==> src/hdl/bdsu_pkg.sv <==
// Shared types and constants for the divide / square root service unit.
`timescale 1ns / 1ps
`default_nettype none
package bdsu_pkg;

	localparam int WORD_W = 32;
	localparam int CMD_W  = 2;
	localparam int ROOT_W = WORD_W / 2;
	localparam int SUB_W  = WORD_W + 2;
	localparam int CNT_W  = 5;

	localparam logic [CMD_W-1:0] CMD_DIVIDE  = 2'd0;
	localparam logic [CMD_W-1:0] CMD_SWAPPED = 2'd1;
	localparam logic [CMD_W-1:0] CMD_ROOT    = 2'd2;

	localparam logic [CNT_W-1:0] DIV_LAST  = CNT_W'(WORD_W - 1);
	localparam logic [CNT_W-1:0] ROOT_LAST = CNT_W'(ROOT_W - 1);

	typedef struct packed {
		logic [CMD_W-1:0]  cmd;
		logic [WORD_W-1:0] first_operand;
		logic [WORD_W-1:0] second_operand;
	} bdsu_req_t;

	typedef struct packed {
		logic [WORD_W-1:0] result_zero;
		logic [WORD_W-1:0] result_one;
		logic [WORD_W-1:0] result_three;
		logic              write_zero;
		logic              write_one_three;
		logic              zero_divisor;
	} bdsu_rsp_t;

endpackage
`default_nettype wire

==> src/hdl/bdsu_if.sv <==
// Valid/ready channel interfaces for requests and results.
`timescale 1ns / 1ps
`default_nettype none
interface bdsu_req_if import bdsu_pkg::*; ();
	logic              valid;
	logic              ready;
	logic [CMD_W-1:0]  cmd;
	logic [WORD_W-1:0] first_operand;
	logic [WORD_W-1:0] second_operand;

	modport source (output valid, cmd, first_operand, second_operand, input ready);
	modport sink   (input valid, cmd, first_operand, second_operand, output ready);
endinterface

interface bdsu_rsp_if import bdsu_pkg::*; ();
	logic              valid;
	logic              ready;
	logic [WORD_W-1:0] result_zero;
	logic [WORD_W-1:0] result_one;
	logic [WORD_W-1:0] result_three;
	logic              write_zero;
	logic              write_one_three;
	logic              zero_divisor;

	modport source (output valid, result_zero, result_one, result_three, write_zero,
		write_one_three, zero_divisor, input ready);
	modport sink   (input valid, result_zero, result_one, result_three, write_zero,
		write_one_three, zero_divisor, output ready);
endinterface
`default_nettype wire

==> src/hdl/bios_divide_sqrt_unit.sv <==
// Signed divide and integer square root service unit, top level.
//
// Channels: req carries cmd, first_operand and second_operand; rsp carries
// the new r0, r1 and r3 values with their write strobes and the zero divisor
// flag. Both use valid/ready; a transfer happens when valid and ready are high.
// cmd 0 divides first by second, 1 divides second by first, 2 takes the floor
// square root of first_operand; cmd 3 yields an all-zero result.
// A divide runs 32 restoring steps on the shared 34-bit subtractor, then
// a sign fix-up and a hand-off to the rsp register; a square root runs 16
// steps, then a fix-up and the hand-off. A zero divisor or cmd 3 goes
// straight to the hand-off. req.ready is high only while the engine is idle,
// so one request is in flight and the next is taken only after the hand-off.
// A finished result sits in the rsp output register; the engine may finish
// the next request meanwhile and then waits until that register frees up.
// Reset clears all control state; no request or result survives it.
`timescale 1ns / 1ps
`default_nettype none
module bios_divide_sqrt_unit import bdsu_pkg::*; (
	input  wire logic   clk,
	input  wire logic   arst_n,
	bdsu_req_if.sink    req,
	bdsu_rsp_if.source  rsp
);

	bdsu_req_t core_req;
	bdsu_rsp_t core_res;
	bdsu_rsp_t rsp_q;
	logic      rsp_valid_q;
	logic      core_idle;
	logic      core_done;
	logic      core_take;

	assign core_req.cmd            = req.cmd;
	assign core_req.first_operand  = req.first_operand;
	assign core_req.second_operand = req.second_operand;

	assign req.ready = core_idle;
	assign core_take = core_done && (!rsp_valid_q || rsp.ready);

	bdsu_core u_core (
		.clk    (clk),
		.arst_n (arst_n),
		.start  (req.valid),
		.req    (core_req),
		.idle   (core_idle),
		.done   (core_done),
		.take   (core_take),
		.res    (core_res)
	);

	always_ff @(posedge clk or negedge arst_n) begin
		if (!arst_n) begin
			rsp_valid_q <= 1'b0;
			rsp_q       <= '0;
		end else if (core_take) begin
			rsp_valid_q <= 1'b1;
			rsp_q       <= core_res;
		end else if (rsp.ready) begin
			rsp_valid_q <= 1'b0;
		end
	end

	assign rsp.valid           = rsp_valid_q;
	assign rsp.result_zero     = rsp_q.result_zero;
	assign rsp.result_one      = rsp_q.result_one;
	assign rsp.result_three    = rsp_q.result_three;
	assign rsp.write_zero      = rsp_q.write_zero;
	assign rsp.write_one_three = rsp_q.write_one_three;
	assign rsp.zero_divisor    = rsp_q.zero_divisor;

	a_busy_after_transfer: assert property (@(posedge clk) disable iff (!arst_n)
		(req.valid && req.ready) |=> !req.ready)
		else $error("request accepted while engine busy");

	a_zdiv_no_write: assert property (@(posedge clk) disable iff (!arst_n)
		(rsp.valid && rsp.zero_divisor) |-> (!rsp.write_zero && !rsp.write_one_three))
		else $error("zero divisor result carries a write strobe");

	a_w13_implies_w0: assert property (@(posedge clk) disable iff (!arst_n)
		(rsp.valid && rsp.write_one_three) |-> rsp.write_zero)
		else $error("r1/r3 written without r0");

	a_root_narrow: assert property (@(posedge clk) disable iff (!arst_n)
		(rsp.valid && rsp.write_zero && !rsp.write_one_three)
		|-> (rsp.result_zero[WORD_W-1:ROOT_W] == '0))
		else $error("square root wider than half a word");

endmodule
`default_nettype wire

==> src/hdl/bdsu_core.sv <==
// Iterative shift-subtract engine shared by divide and square root.
`timescale 1ns / 1ps
`default_nettype none
module bdsu_core import bdsu_pkg::*; (
	input  wire logic      clk,
	input  wire logic      arst_n,
	input  wire logic      start,
	input  wire bdsu_req_t req,
	output logic           idle,
	output logic           done,
	input  wire logic      take,
	output bdsu_rsp_t      res
);

	typedef enum logic [1:0] {ST_IDLE, ST_CALC, ST_FIX, ST_DONE} state_t;

	state_t            state_q;
	logic [WORD_W-1:0] acc_q;
	logic [WORD_W-1:0] wrk_q;
	logic [WORD_W-1:0] div_q;
	logic [ROOT_W-1:0] root_q;
	logic [CNT_W-1:0]  cnt_q;
	logic              sqrt_q;
	logic              neg_q;
	logic              num_neg_q;
	bdsu_rsp_t         res_q;

	logic [WORD_W-1:0] num;
	logic [WORD_W-1:0] den;
	logic [SUB_W-1:0]  sub_a;
	logic [SUB_W-1:0]  sub_b;
	logic [SUB_W-1:0]  diff;
	logic              ge;

	function automatic logic [WORD_W-1:0] mag(input logic [WORD_W-1:0] v);
		return v[WORD_W-1] ? (~v + WORD_W'(1)) : v;
	endfunction

	assign num = (req.cmd == CMD_SWAPPED) ? req.second_operand : req.first_operand;
	assign den = (req.cmd == CMD_SWAPPED) ? req.first_operand : req.second_operand;

	// single shared subtractor
	always_comb begin
		if (sqrt_q) begin
			sub_a = {{(SUB_W-ROOT_W-3){1'b0}}, acc_q[ROOT_W:0], wrk_q[WORD_W-1 -: 2]};
			sub_b = {{(SUB_W-ROOT_W-2){1'b0}}, root_q, 2'b01};
		end else begin
			sub_a = {1'b0, acc_q, wrk_q[WORD_W-1]};
			sub_b = {2'b00, div_q};
		end
		diff = sub_a - sub_b;
		ge   = ~diff[SUB_W-1];
	end

	always_ff @(posedge clk or negedge arst_n) begin
		if (!arst_n) begin
			state_q   <= ST_IDLE;
			acc_q     <= '0;
			wrk_q     <= '0;
			div_q     <= '0;
			root_q    <= '0;
			cnt_q     <= '0;
			sqrt_q    <= 1'b0;
			neg_q     <= 1'b0;
			num_neg_q <= 1'b0;
			res_q     <= '0;
		end else begin
			case (state_q)
				ST_IDLE: begin
					if (start) begin
						acc_q  <= '0;
						root_q <= '0;
						res_q  <= '0;
						if (req.cmd == CMD_ROOT) begin
							sqrt_q  <= 1'b1;
							wrk_q   <= req.first_operand;
							cnt_q   <= ROOT_LAST;
							state_q <= ST_CALC;
						end else if (req.cmd == CMD_DIVIDE || req.cmd == CMD_SWAPPED) begin
							if (den == '0) begin
								res_q.zero_divisor <= 1'b1;
								state_q            <= ST_DONE;
							end else begin
								sqrt_q    <= 1'b0;
								wrk_q     <= mag(num);
								div_q     <= mag(den);
								neg_q     <= num[WORD_W-1] ^ den[WORD_W-1];
								num_neg_q <= num[WORD_W-1];
								cnt_q     <= DIV_LAST;
								state_q   <= ST_CALC;
							end
						end else begin
							state_q <= ST_DONE;
						end
					end
				end
				ST_CALC: begin
					acc_q <= ge ? diff[WORD_W-1:0] : sub_a[WORD_W-1:0];
					if (sqrt_q) begin
						wrk_q  <= {wrk_q[WORD_W-3:0], 2'b00};
						root_q <= {root_q[ROOT_W-2:0], ge};
					end else begin
						wrk_q <= {wrk_q[WORD_W-2:0], ge};
					end
					cnt_q <= cnt_q - CNT_W'(1);
					if (cnt_q == '0) begin
						state_q <= ST_FIX;
					end
				end
				ST_FIX: begin
					if (sqrt_q) begin
						res_q.result_zero <= {{(WORD_W-ROOT_W){1'b0}}, root_q};
						res_q.write_zero  <= 1'b1;
					end else begin
						res_q.result_zero     <= neg_q ? (~wrk_q + WORD_W'(1)) : wrk_q;
						res_q.result_one      <= num_neg_q ? (~acc_q + WORD_W'(1)) : acc_q;
						res_q.result_three    <= wrk_q;
						res_q.write_zero      <= 1'b1;
						res_q.write_one_three <= 1'b1;
					end
					state_q <= ST_DONE;
				end
				ST_DONE: begin
					if (take) begin
						state_q <= ST_IDLE;
					end
				end
				default: begin
					state_q <= ST_IDLE;
				end
			endcase
		end
	end

	assign idle = (state_q == ST_IDLE);
	assign done = (state_q == ST_DONE);
	assign res  = res_q;

endmodule
`default_nettype wire

==> src/flat_wrapper.sv <==
// flat-port wrapper written by rule: the top's interface ports become plain ports
module bios_divide_sqrt_unit_flat import bdsu_pkg::*;
  (clk, arst_n, req_valid, req_cmd, req_first_operand, req_second_operand, req_ready, rsp_valid, rsp_result_zero, rsp_result_one, rsp_result_three, rsp_write_zero, rsp_write_one_three, rsp_zero_divisor, rsp_ready);
  bdsu_req_if req_i ();
  bdsu_rsp_if rsp_i ();
  input  wire logic clk;
  input  wire logic arst_n;
  input wire logic [$bits(req_i.valid)-1:0] req_valid;
  input wire logic [$bits(req_i.cmd)-1:0] req_cmd;
  input wire logic [$bits(req_i.first_operand)-1:0] req_first_operand;
  input wire logic [$bits(req_i.second_operand)-1:0] req_second_operand;
  output wire logic [$bits(req_i.ready)-1:0] req_ready;
  output wire logic [$bits(rsp_i.valid)-1:0] rsp_valid;
  output wire logic [$bits(rsp_i.result_zero)-1:0] rsp_result_zero;
  output wire logic [$bits(rsp_i.result_one)-1:0] rsp_result_one;
  output wire logic [$bits(rsp_i.result_three)-1:0] rsp_result_three;
  output wire logic [$bits(rsp_i.write_zero)-1:0] rsp_write_zero;
  output wire logic [$bits(rsp_i.write_one_three)-1:0] rsp_write_one_three;
  output wire logic [$bits(rsp_i.zero_divisor)-1:0] rsp_zero_divisor;
  input wire logic [$bits(rsp_i.ready)-1:0] rsp_ready;
  assign req_i.valid = req_valid;
  assign req_i.cmd = req_cmd;
  assign req_i.first_operand = req_first_operand;
  assign req_i.second_operand = req_second_operand;
  assign req_ready = req_i.ready;
  assign rsp_valid = rsp_i.valid;
  assign rsp_result_zero = rsp_i.result_zero;
  assign rsp_result_one = rsp_i.result_one;
  assign rsp_result_three = rsp_i.result_three;
  assign rsp_write_zero = rsp_i.write_zero;
  assign rsp_write_one_three = rsp_i.write_one_three;
  assign rsp_zero_divisor = rsp_i.zero_divisor;
  assign rsp_i.ready = rsp_ready;
  bios_divide_sqrt_unit u_core (.clk(clk), .arst_n(arst_n), .req(req_i), .rsp(rsp_i));
endmodule
==> config.mk <==
export PLATFORM = sky130hd
export DESIGN_NAME = bios_divide_sqrt_unit_flat
export DESIGN_NICKNAME = d
export VERILOG_FILES = /design/src/hdl/bdsu_pkg.sv /design/src/hdl/bdsu_if.sv /design/src/hdl/bios_divide_sqrt_unit.sv /design/src/hdl/bdsu_core.sv /design/src/flat_wrapper.sv
export SDC_FILE = /design/constraint.sdc
export NUM_CORES = 1
export LEC_CHECK = 0
export BUFFER_PORTS_ARGS = -buffer_cell sky130_fd_sc_hd__buf_2
export CELL_PAD_IN_SITES_DETAIL_PLACEMENT = 2
export CELL_PAD_IN_SITES_GLOBAL_PLACEMENT = 2
export CORE_ASPECT_RATIO = 0.9
export CORE_MARGIN = 2
export CORE_UTILIZATION = 42
export DETAILED_ROUTE_END_ITERATION = 8
export PLACE_DENSITY = 0.84
export SYNTH_ARGS = -nofsm -noshare
export SYNTH_HDL_FRONTEND = slang
export SYNTH_SLANG_ARGS = --single-unit
==> constraint.sdc <==
create_clock -name clk -period 14.3 [get_ports clk]
set_input_delay 0.715 -clock clk [delete_from_list [all_inputs] [get_ports clk]]
set_output_delay 0.715 -clock clk [all_outputs]
set_load 0.1 [all_outputs]
==> flow_results.org, run 1 <==
** Status
- Run status :: completed

** Synth
- Synth warn :: 0
- In this run, synthesis inferred 0 flip-flops with an integrated enable.
- In this run, distinct cell masters in the synthesized netlist total 83.
- Synth Area per Inst :: 9.606 µm²
- Sequential cells were found to cover 40.59% of the synthesized design area.
- Summing every instance area after synthesis gives 19790 µm².
- Counting every net in the synthesized netlist gives 2173.
- In this run, synthesis produced a sequential element count of 321.
- Post-synth ARST share :: 100.0%
- Post-synthesis cell count :: 2060
- Main synth FF type :: sky130_fd_sc_hd__dfrtp_1

** Floorplan
- The die covers 48870 µm².
- Number of placed I/O pins :: 171
- The floorplan step set the die width to 232.8 µm.
- Row Count :: 75
- Core Footprint :: 46540 µm²
- Die height :: 209.9 µm
- Starting density of the core :: 42.51%

** Timing
- Setup violations remaining at the end of the flow were counted as 0.
- Final-report max-slew violation count :: 0
- Based on the critical path, the design can be clocked at up to 166.6 MHz.
- On the final layout, the worst clock skew is 0.02743 ns.
- Dividing the final minimum period by the clock period gives 41.98%.
- For the pin with the worst max-slew slack, the measured transition is 1.262 ns.
- Hold slack final :: 0.1910 ns
- RSZ-0062 raised after global routing :: no
- In the final timing run, aggregate negative setup slack is 0 ns.
- The worst path needs 6.004 ns of the cycle, external delays included.
- Headroom to the max-slew limit came out at 15.86%.
- The number of hold-slack violations in the final timing report was 0.

** Worst setup path
- By startpoint and endpoint, the worst setup path is classified as register to register.
- Data on the critical path is required at its endpoint by 14.74 ns.
- In this run the critical register-to-register path is launched from u_core.u_core.sqrt_q$_DFFE_PN0P_.
- Kind of end point of the critical path :: register
- Setup slack on the worst reg-to-reg path comes out at 8.30 ns.
- The worst register-to-register path ends at u_core.u_core.acc_q[26]$_DFFE_PN0P_.
- The worst setup path is launched from a register.
- Worst-path maximum fanout :: 56
- Arrival time at the worst endpoint :: 6.44 ns
- Worst reg-to-reg path cell count :: 12

** Clocking
- Number of buffers created by CTS :: 37
- Gates resized during post-CTS repair numbered 0.
- Clock Path Buffers :: 3
- Clock edge transition at the registers on the reported setup and hold paths :: 0.06 ns
- Clock tree synthesis found a total of 321 sinks.
- CTS tree :: done
- Post-CTS timing repair inserted 0 buffers for setup.
- H-Tree Depth :: 2
- Total of hold buffers inserted after clock tree synthesis :: 0
- Root Buffer :: sky130_fd_sc_hd__clkbuf_16
- Clk Latency, worst-skew pair :: 0.58 ns

** GRT
- Global routing used 34.72% of the available tracks.
- Number of antenna violations at the first check in global routing :: 2
- The number of global-route vias before repair came to 19370.
- First-pass GRT wire length :: 129100 µm
- The total overflow left after global routing is 0.
- Maximum number of pins on one net before global-route repair :: 131

** Detailed routing
- Across all layers, the routed design uses 18020 vias.
- DRC violation count after routing :: 0
- Number of nets still failing antenna checks after routing :: 0
- Post-detailed-route via-to-cell ratio :: 6.468
- First-pass DRT Iterations :: 7
- Total detailed-routing wirelength :: 85120 µm
- DRT iter0 DRCs :: 1450
- Dividing the detail-routed wire length by the instance count gives 30.55 µm.

** Hold path
- Worst hold path type :: primary input to async pin

** Cells and area
- The post-route netlist has 19.77% of its cells at a drive strength greater than 1.
- At the end of the flow, the number of nets in the layout was 2254.
- Area growth from synthesis to layout :: 12.80%
- The filler cells instantiated in the layout total 4845.
- # diodes :: 0
- In the final layout, the multi-input gates occupy 11060 µm².
- Most frequent cells in the layout :: sky130_fd_sc_hd__dfrtp_1 (320), sky130_fd_sc_hd__nand2_1 (218), sky130_fd_sc_hd__buf_2 (169), sky130_fd_sc_hd__o21ai_0 (167), sky130_fd_sc_hd__mux2_2 (138)
- The library cell used most frequently in the layout, excluding fill and tap cells, is sky130_fd_sc_hd__dfrtp_1.
- Sequential Area :: 8036 µm²

** Run
- Maxcap violations :: 0

** Placement
- # port buffers :: 170
- Routability-driven placement finished with a final weighted congestion of 0.9389.
- Once detailed placement completed, the half-perimeter wirelength came to 55590 µm.

** Power and ir drop
- Summed over all cells, the static leakage comes to 10.33 nW.
- Power spread over the standard cell area amounts to 294.1 nW/µm².
- The worst-case IR drop observed on VDD is 0.1367 mV.
[flip-flops by register name, indices dropped and copies added (netlist names)]
signal	cells
u_core.rsp.write_zero	1
u_core.u_core.cnt_q	5
u_core.u_core.div_q	32
u_core.u_core.acc_q	32
u_core.rsp.valid	1
u_core.u_core.wrk_q	32
u_core.u_core.neg_q	1
u_core.u_core.num_neg_q	1
u_core.rsp.result_zero	32
u_core.u_core.root_q	16
u_core.u_core.res	99
u_core.rsp.result_three	32
u_core.rsp.write_one_three	1
u_core.rsp.zero_divisor	1
u_core.u_core.sqrt_q	1
u_core.u_core.state_q	2
u_core.rsp.result_one	32
[routing by layer]
| metal | up-vias | routed length (µm) | GRT usage [%] |
|---|---|---|---|
| met1 | 9522 | 37730 | 48.19 |
| met3 | 143 | 4554 | 4.334 |
| met4 | 0 | 2556 | 11.11 |
| li1 | 7683 | - | - |
| met2 | 671 | 40280 | 56.34 |
| met5 | - | 0 | 0 |
[logic make-up after synthesis]
kind of cell | Yosys count | synth area share [%]
AO/OA/AOI/OAI | 592 | 20.42
XOR/XNOR | 119 | 5.267
adder cells (fa/ha/maj) | 51 | 3.162
buffers and inverters | 181 | 3.699
flip-flops | 321 | 40.59
multiplexers | 260 | 14.02
AND/OR/NAND/NOR | 536 | 12.84
[where the power goes]
part,internal (mW),switching [mW]
clock,0.616,0.434
combinational,1.17,2.62
sequential,1.24,0.486
[metrics by stage]
stage,std cells,power (mW),utilization [%],setup WS (ns),instance area (µm²)
5_1_grt,2786,6.843,47.95,8.093,22320
2_1_floorplan,2060,4.221,-,9.478,19790
4_1_cts,2786,6.513,47.95,8.500,22320
6_report,2786,6.564,47.95,8.296,22320
3_3_place_gp,2718,5.013,45.14,8.820,21010
3_5_place_dp,2718,5.254,45.14,8.367,21010
[synthesized netlist by cell type (13+ instances only)]
cell / count / area [µm²]
sky130_fd_sc_hd__nand2b_1: 20 / 125.1
sky130_fd_sc_hd__mux2_2: 138 / 1554
sky130_fd_sc_hd__nor3_1: 27 / 135.1
sky130_fd_sc_hd__a21boi_0: 18 / 135.1
sky130_fd_sc_hd__nor2_1: 125 / 469.2
sky130_fd_sc_hd__a21oi_1: 88 / 440.4
sky130_fd_sc_hd__xor2_1: 43 / 376.6
sky130_fd_sc_hd__inv_1: 27 / 101.4
sky130_fd_sc_hd__o21ai_0: 168 / 840.8
sky130_fd_sc_hd__a31oi_1: 18 / 112.6
sky130_fd_sc_hd__buf_2: 18 / 90.09
sky130_fd_sc_hd__dfrtp_1: 321 / 8033
sky130_fd_sc_hd__buf_1: 20 / 75.07
sky130_fd_sc_hd__nand2_1: 219 / 822.0
sky130_fd_sc_hd__nor2b_1: 25 / 156.4
sky130_fd_sc_hd__mux2i_1: 122 / 1221
sky130_fd_sc_hd__ha_1: 42 / 525.5
sky130_fd_sc_hd__nand3_1: 27 / 135.1
sky130_fd_sc_hd__or3_1: 29 / 181.4
sky130_fd_sc_hd__xnor2_1: 76 / 665.6
sky130_fd_sc_hd__clkbuf_1: 108 / 405.4
sky130_fd_sc_hd__o31ai_1: 25 / 187.7
sky130_fd_sc_hd__a21o_1: 26 / 195.2
sky130_fd_sc_hd__o22ai_1: 13 / 81.33
sky130_fd_sc_hd__a22o_1: 117 / 1025
[critical path, cell delays in order (launching register included)]
cell and delay [ns]:
sky130_fd_sc_hd__dfrtp_4 0.92, sky130_fd_sc_hd__buf_4 0.69, sky130_fd_sc_hd__mux2_2 0.43, sky130_fd_sc_hd__ha_1 0.37, sky130_fd_sc_hd__a21o_1 0.20, sky130_fd_sc_hd__a211oi_1 0.30
sky130_fd_sc_hd__a21oi_1 0.25, sky130_fd_sc_hd__a311oi_1 0.65, sky130_fd_sc_hd__o21ai_0 0.28, sky130_fd_sc_hd__o31a_1 0.44, sky130_fd_sc_hd__o21ai_1 0.87, sky130_fd_sc_hd__nor2_1 0.14
sky130_fd_sc_hd__a221o_1 0.31
[final cells by class]
| type | count | area share (%) |
|---|---|---|
| multi-input combinational | 1558 | 49.54 |
| sequential | 321 | 36.01 |
| clock buffer | 49 | 4.714 |
| timing repair buffer | 193 | 4.630 |
| tap | 616 | 3.453 |
| clock inverter | 19 | 1.155 |
| inverter | 30 | 0.5045 |
[worst max-delay path by stage]
stage                                     startpoint                                  end  slack [ns]
detailed placement                        req_cmd[0]  u_core.u_core.div_q[17]$_DFFE_PN0P_        8.37
floorplan                                 req_cmd[1]  u_core.u_core.num_neg_q$_DFFE_PN0P_        9.48
global placement                          req_cmd[0]  u_core.u_core.div_q[23]$_DFFE_PN0P_        8.82
global route        u_core.u_core.sqrt_q$_DFFE_PN0P_  u_core.u_core.acc_q[26]$_DFFE_PN0P_        8.09
finish              u_core.u_core.sqrt_q$_DFFE_PN0P_  u_core.u_core.acc_q[26]$_DFFE_PN0P_        8.30
CTS                 u_core.u_core.sqrt_q$_DFFE_PN0P_  u_core.u_core.acc_q[31]$_DFFE_PN0P_        8.50
Note: power is estimated with default switching activity, not from simulation.
==> inputs of run 2 (changes only) <==
Settings changed: CORE_UTILIZATION 42 to 39, PLACE_DENSITY 0.84 to 0.78.
Clock period 14.3 ns to 6 ns, I/O delays scaled along.
==> flow_results.org, run 2 (synthesized netlist as in run 1, its figures left out) <==
** Status
- The flow ran to the end, but the final reports show violations.
- Failing checks :: capacitance limit

** Detailed routing
- Number of nets still failing antenna checks after routing :: 0 (unchanged)
- The vias per cell is 6.064 (-6.2%).
- The DRC violation total after the first TritonRoute iteration was 1180 (-19%).
- The number of detailed-routing iterations run before antenna repair was 5 (-2).
- DRC violation count after routing :: 0 (unchanged)
- Total detailed-routing wirelength :: 74480 µm (-12%)
- Final routed wire length divided by cell count :: 26.08 µm (-15%)
- The total via count in the routed design was 17320 (-3.9%).

** Clocking
- H-Tree Depth :: 2 (unchanged)
- The hold buffer count at CTS came to 1 (+1).
- Clock tree synthesis selected as its root buffer the cell sky130_fd_sc_hd__clkbuf_16.
- The clock-pin slew reported for the worst setup and hold paths after clock tree synthesis is 0.06 ns (about the same).
- The number of instances resized during post-cts repair was 0 (unchanged).
- TritonCTS built the clock tree.
- Number of buffers created by CTS :: 37 (unchanged)
- Clk Latency, worst-skew pair :: 0.56 ns (-0.02 ns)
- The setup fix buffers added after clock tree synthesis is 0 (unchanged).
- The number of clock sinks was 321 (unchanged).
- The buffer depth of the longest clock path is 3 (unchanged).

** Worst setup path
- Critical Path RT :: 6.44 ns (-8.30 ns)
- Critical setup path kind :: register to register
- Slowest stage cell on the critical path :: sky130_fd_sc_hd__o21ai_1
- The peak per-stage delay on the critical path is 0.82 ns (-0.10 ns).
- Sort of element at the start of the critical path :: register
- Traced cell by cell, the critical path runs through inv_1 > buf_4 > a21boi_0 > ha_1 > a21o_1 > a21o_1 > a21o_1 > a311oi_1 > o21ai_0 > o31a_1 > o21ai_1 > nor3_1 > a221o_1.
- Most repeated library cell on the critical path :: sky130_fd_sc_hd__a21o_1
- The reg2reg setup slack is 0.79 ns (-7.51 ns).
- The endpoint arrival time on the critical path came to 5.65 ns (-0.79 ns).
- Count of buffering cells on the critical path with inverters included :: 2 (+1)
- On the critical path the largest part of the delay comes from compound AO/OA/AOI/OAI gates.
- The highest fanout seen on the critical path is 27 (-52%).
- The worst setup path is captured at a register.

** Floorplan
- The die area came to 52560 µm² (+7.6%).
- The row count is 78 (+4.0%).
- Number of placed I/O pins :: 171 (unchanged)
- Die height :: 217.7 µm (+3.7%)
- Core Footprint :: 50260 µm² (+8.0%)
- Starting density of the core :: 39.37% (-3.1 points)
- Horiz. Die Dim :: 241.4 µm (+3.7%)

** Cells and area
- The fraction of layout cells with a size suffix above 1 came to 19.99% (+0.22 points).
- Number of inserted filler cells in the final layout :: 5378 (+11%)
- The antenna diode count is 0 (unchanged).
- Area growth from synthesis to layout :: 13.12%
- Largest register FFs :: 99 (unchanged)
- The number of nets in the layout was 2264 (+0.44%).
- Most frequent cells in the layout :: sky130_fd_sc_hd__dfrtp_1 (320), sky130_fd_sc_hd__nand2_1 (218), sky130_fd_sc_hd__buf_2 (169), sky130_fd_sc_hd__o21ai_0 (167), sky130_fd_sc_hd__mux2_2 (138)
- Most common library cell in the layout ignoring fill and taps :: sky130_fd_sc_hd__dfrtp_1

** Placement
- The total half-perimeter wirelength after legalization and detailed placement came to 54240 µm (-2.4%).
- The post-placement worst setup slack is 0.9477 ns (-7.420 ns).
- Global placement routability congestion :: 0.9208 (-1.9%)
- The number of port buffers came to 170 (unchanged).

** Timing
- Setup repair after global routing left no endpoint under its margin.
- Headroom to the max-slew limit :: 0.3287% (-16 points)
- The final setup skew was 0.02465 ns (-0.002776 ns).
- The highest clock rate was 192.0 MHz (+15%).
- Number of hold violations in the final report :: 0 (unchanged)
- The post-route minimum period is 5.209 ns (-0.7941 ns).
- Hold slack final :: 0.1956 ns (+0.004629 ns)
- Setup tns final :: 0 ns (unchanged)
- Worst Setup Slack, final :: 0.7905 ns (-7.506 ns)
- The final period utilization came to 86.82% (+45 points).
- Final setup violation count :: 0 (unchanged)
- The count of pins over their slew limit was 0 (unchanged).
- The worst-margin pin slew is 1.457 ns (+0.1952 ns).

** GRT
- Vias in the first global route :: 18270 (-5.7%)
- The total congestion overflow after global routing is 0 (unchanged).
- Maximum number of pins on one net before global-route repair :: 130 (-0.76%)
- The number of antenna violations at the first check in global routing is 4 (+2).
- First-pass GRT wire length :: 114400 µm (-11%)
- Combined global-route utilization of all metal layers :: 28.28% (-6.4 points)

** Power and ir drop
- Power Density :: 664.0 nW/µm² (+130%)
- IR Drop Worst-Case VDD :: 0.4332 mV (+220%)
- Leakage power summed over all cells :: 10.33 nW (about the same)

** Run
- The count of maximum capacitance violations came to 1 (+1).

** Hold path
- Worst hold path type :: primary input to register
-- run 2: changes by cell type in the layout (fill, tap and decap cells not counted), sizes merged --
cell and delta:
bufinv -5, dlygate4sd3 +1, buf +9, clkinvlp -1, clkbuf +2, clkinv -1
inv +1
-- run 2: power by group --
part	internal, mW	switching, mW
Combinational	2.78	5.86
Sequential	2.96	1.02
Clock	1.28	0.956
Total	7.03	7.84
-- run 2: final timing paths --
kind	startpoint	endpoint	cells past startpoint
worst min-delay path	rsp_ready	u_core.rsp.valid$_DFFE_PN0P_	3
max in group asynchronous	arst_n	u_core.u_core.acc_q[1]$_DFFE_PN0P_	3
worst min register to register	u_core.u_core.div_q[22]$_DFFE_PN0P_	u_core.u_core.div_q[22]$_DFFE_PN0P_	2
worst max register to register	u_core.u_core.sqrt_q$_DFFE_PN0P_	u_core.u_core.acc_q[31]$_DFFE_PN0P_	13
worst max-delay path	u_core.u_core.sqrt_q$_DFFE_PN0P_	u_core.u_core.acc_q[31]$_DFFE_PN0P_	13
min in group asynchronous	arst_n	u_core.rsp.result_one[8]$_DFFE_PN0P_	2
-- run 2: layer usage --
layer / wire length [µm] / GRT usage [%] / share of wire [%] / vias to the layer above
li1: - / - / - / 7698
met1: 35570 / 41.55 / 48 / 9096
met2: 33730 / 44.09 / 45 / 425
met3: 3494 / 3.595 / 4.7 / 97
met4: 1652 / 6.790 / 2.2 / 4
met5: 31 / 0 / 0.042 / -
-- run 2: layout make-up --
| cell class | count | area (µm²) | share of cell area, % |
|---|---|---|---|
| multi-input combinational | 1558 | 11060 | 49.40 |
| sequential | 321 | 8036 | 35.90 |
| timing repair buffer | 203 | 1136 | 5.075 |
| clock buffer | 51 | 1090 | 4.869 |
| tap | 680 | 850.8 | 3.801 |
| inverter | 30 | 112.6 | 0.5031 |
| clock inverter | 13 | 101.3 | 0.4528 |
-- run 2: per-stage QoR --
stage / util [%] / std cells / total power [mW] / instance area [µm²]
floorplan: - / 2060 / 10.06 / 19790
finish: 44.54 / 2856 / 14.86 / 22380
CTS: 44.54 / 2856 / 14.88 / 22380
global route: 44.54 / 2856 / 15.69 / 22380
global placement: 42.15 / 2791 / 12.14 / 21180
detailed placement: 42.15 / 2791 / 12.53 / 21180
-- run 2: worst register-to-register path, stage by stage, from the launching register on --
cell and delay, ns:
sky130_fd_sc_hd__dfrtp_4 0.63, sky130_fd_sc_hd__inv_1 0.49, sky130_fd_sc_hd__buf_4 0.33, sky130_fd_sc_hd__a21boi_0 0.12
sky130_fd_sc_hd__ha_1 0.39, sky130_fd_sc_hd__a21o_1 0.27, sky130_fd_sc_hd__a21o_1 0.20, sky130_fd_sc_hd__a21o_1 0.18
sky130_fd_sc_hd__a311oi_1 0.55, sky130_fd_sc_hd__o21ai_0 0.25, sky130_fd_sc_hd__o31a_1 0.42, sky130_fd_sc_hd__o21ai_1 0.82
sky130_fd_sc_hd__nor3_1 0.16, sky130_fd_sc_hd__a221o_1 0.30
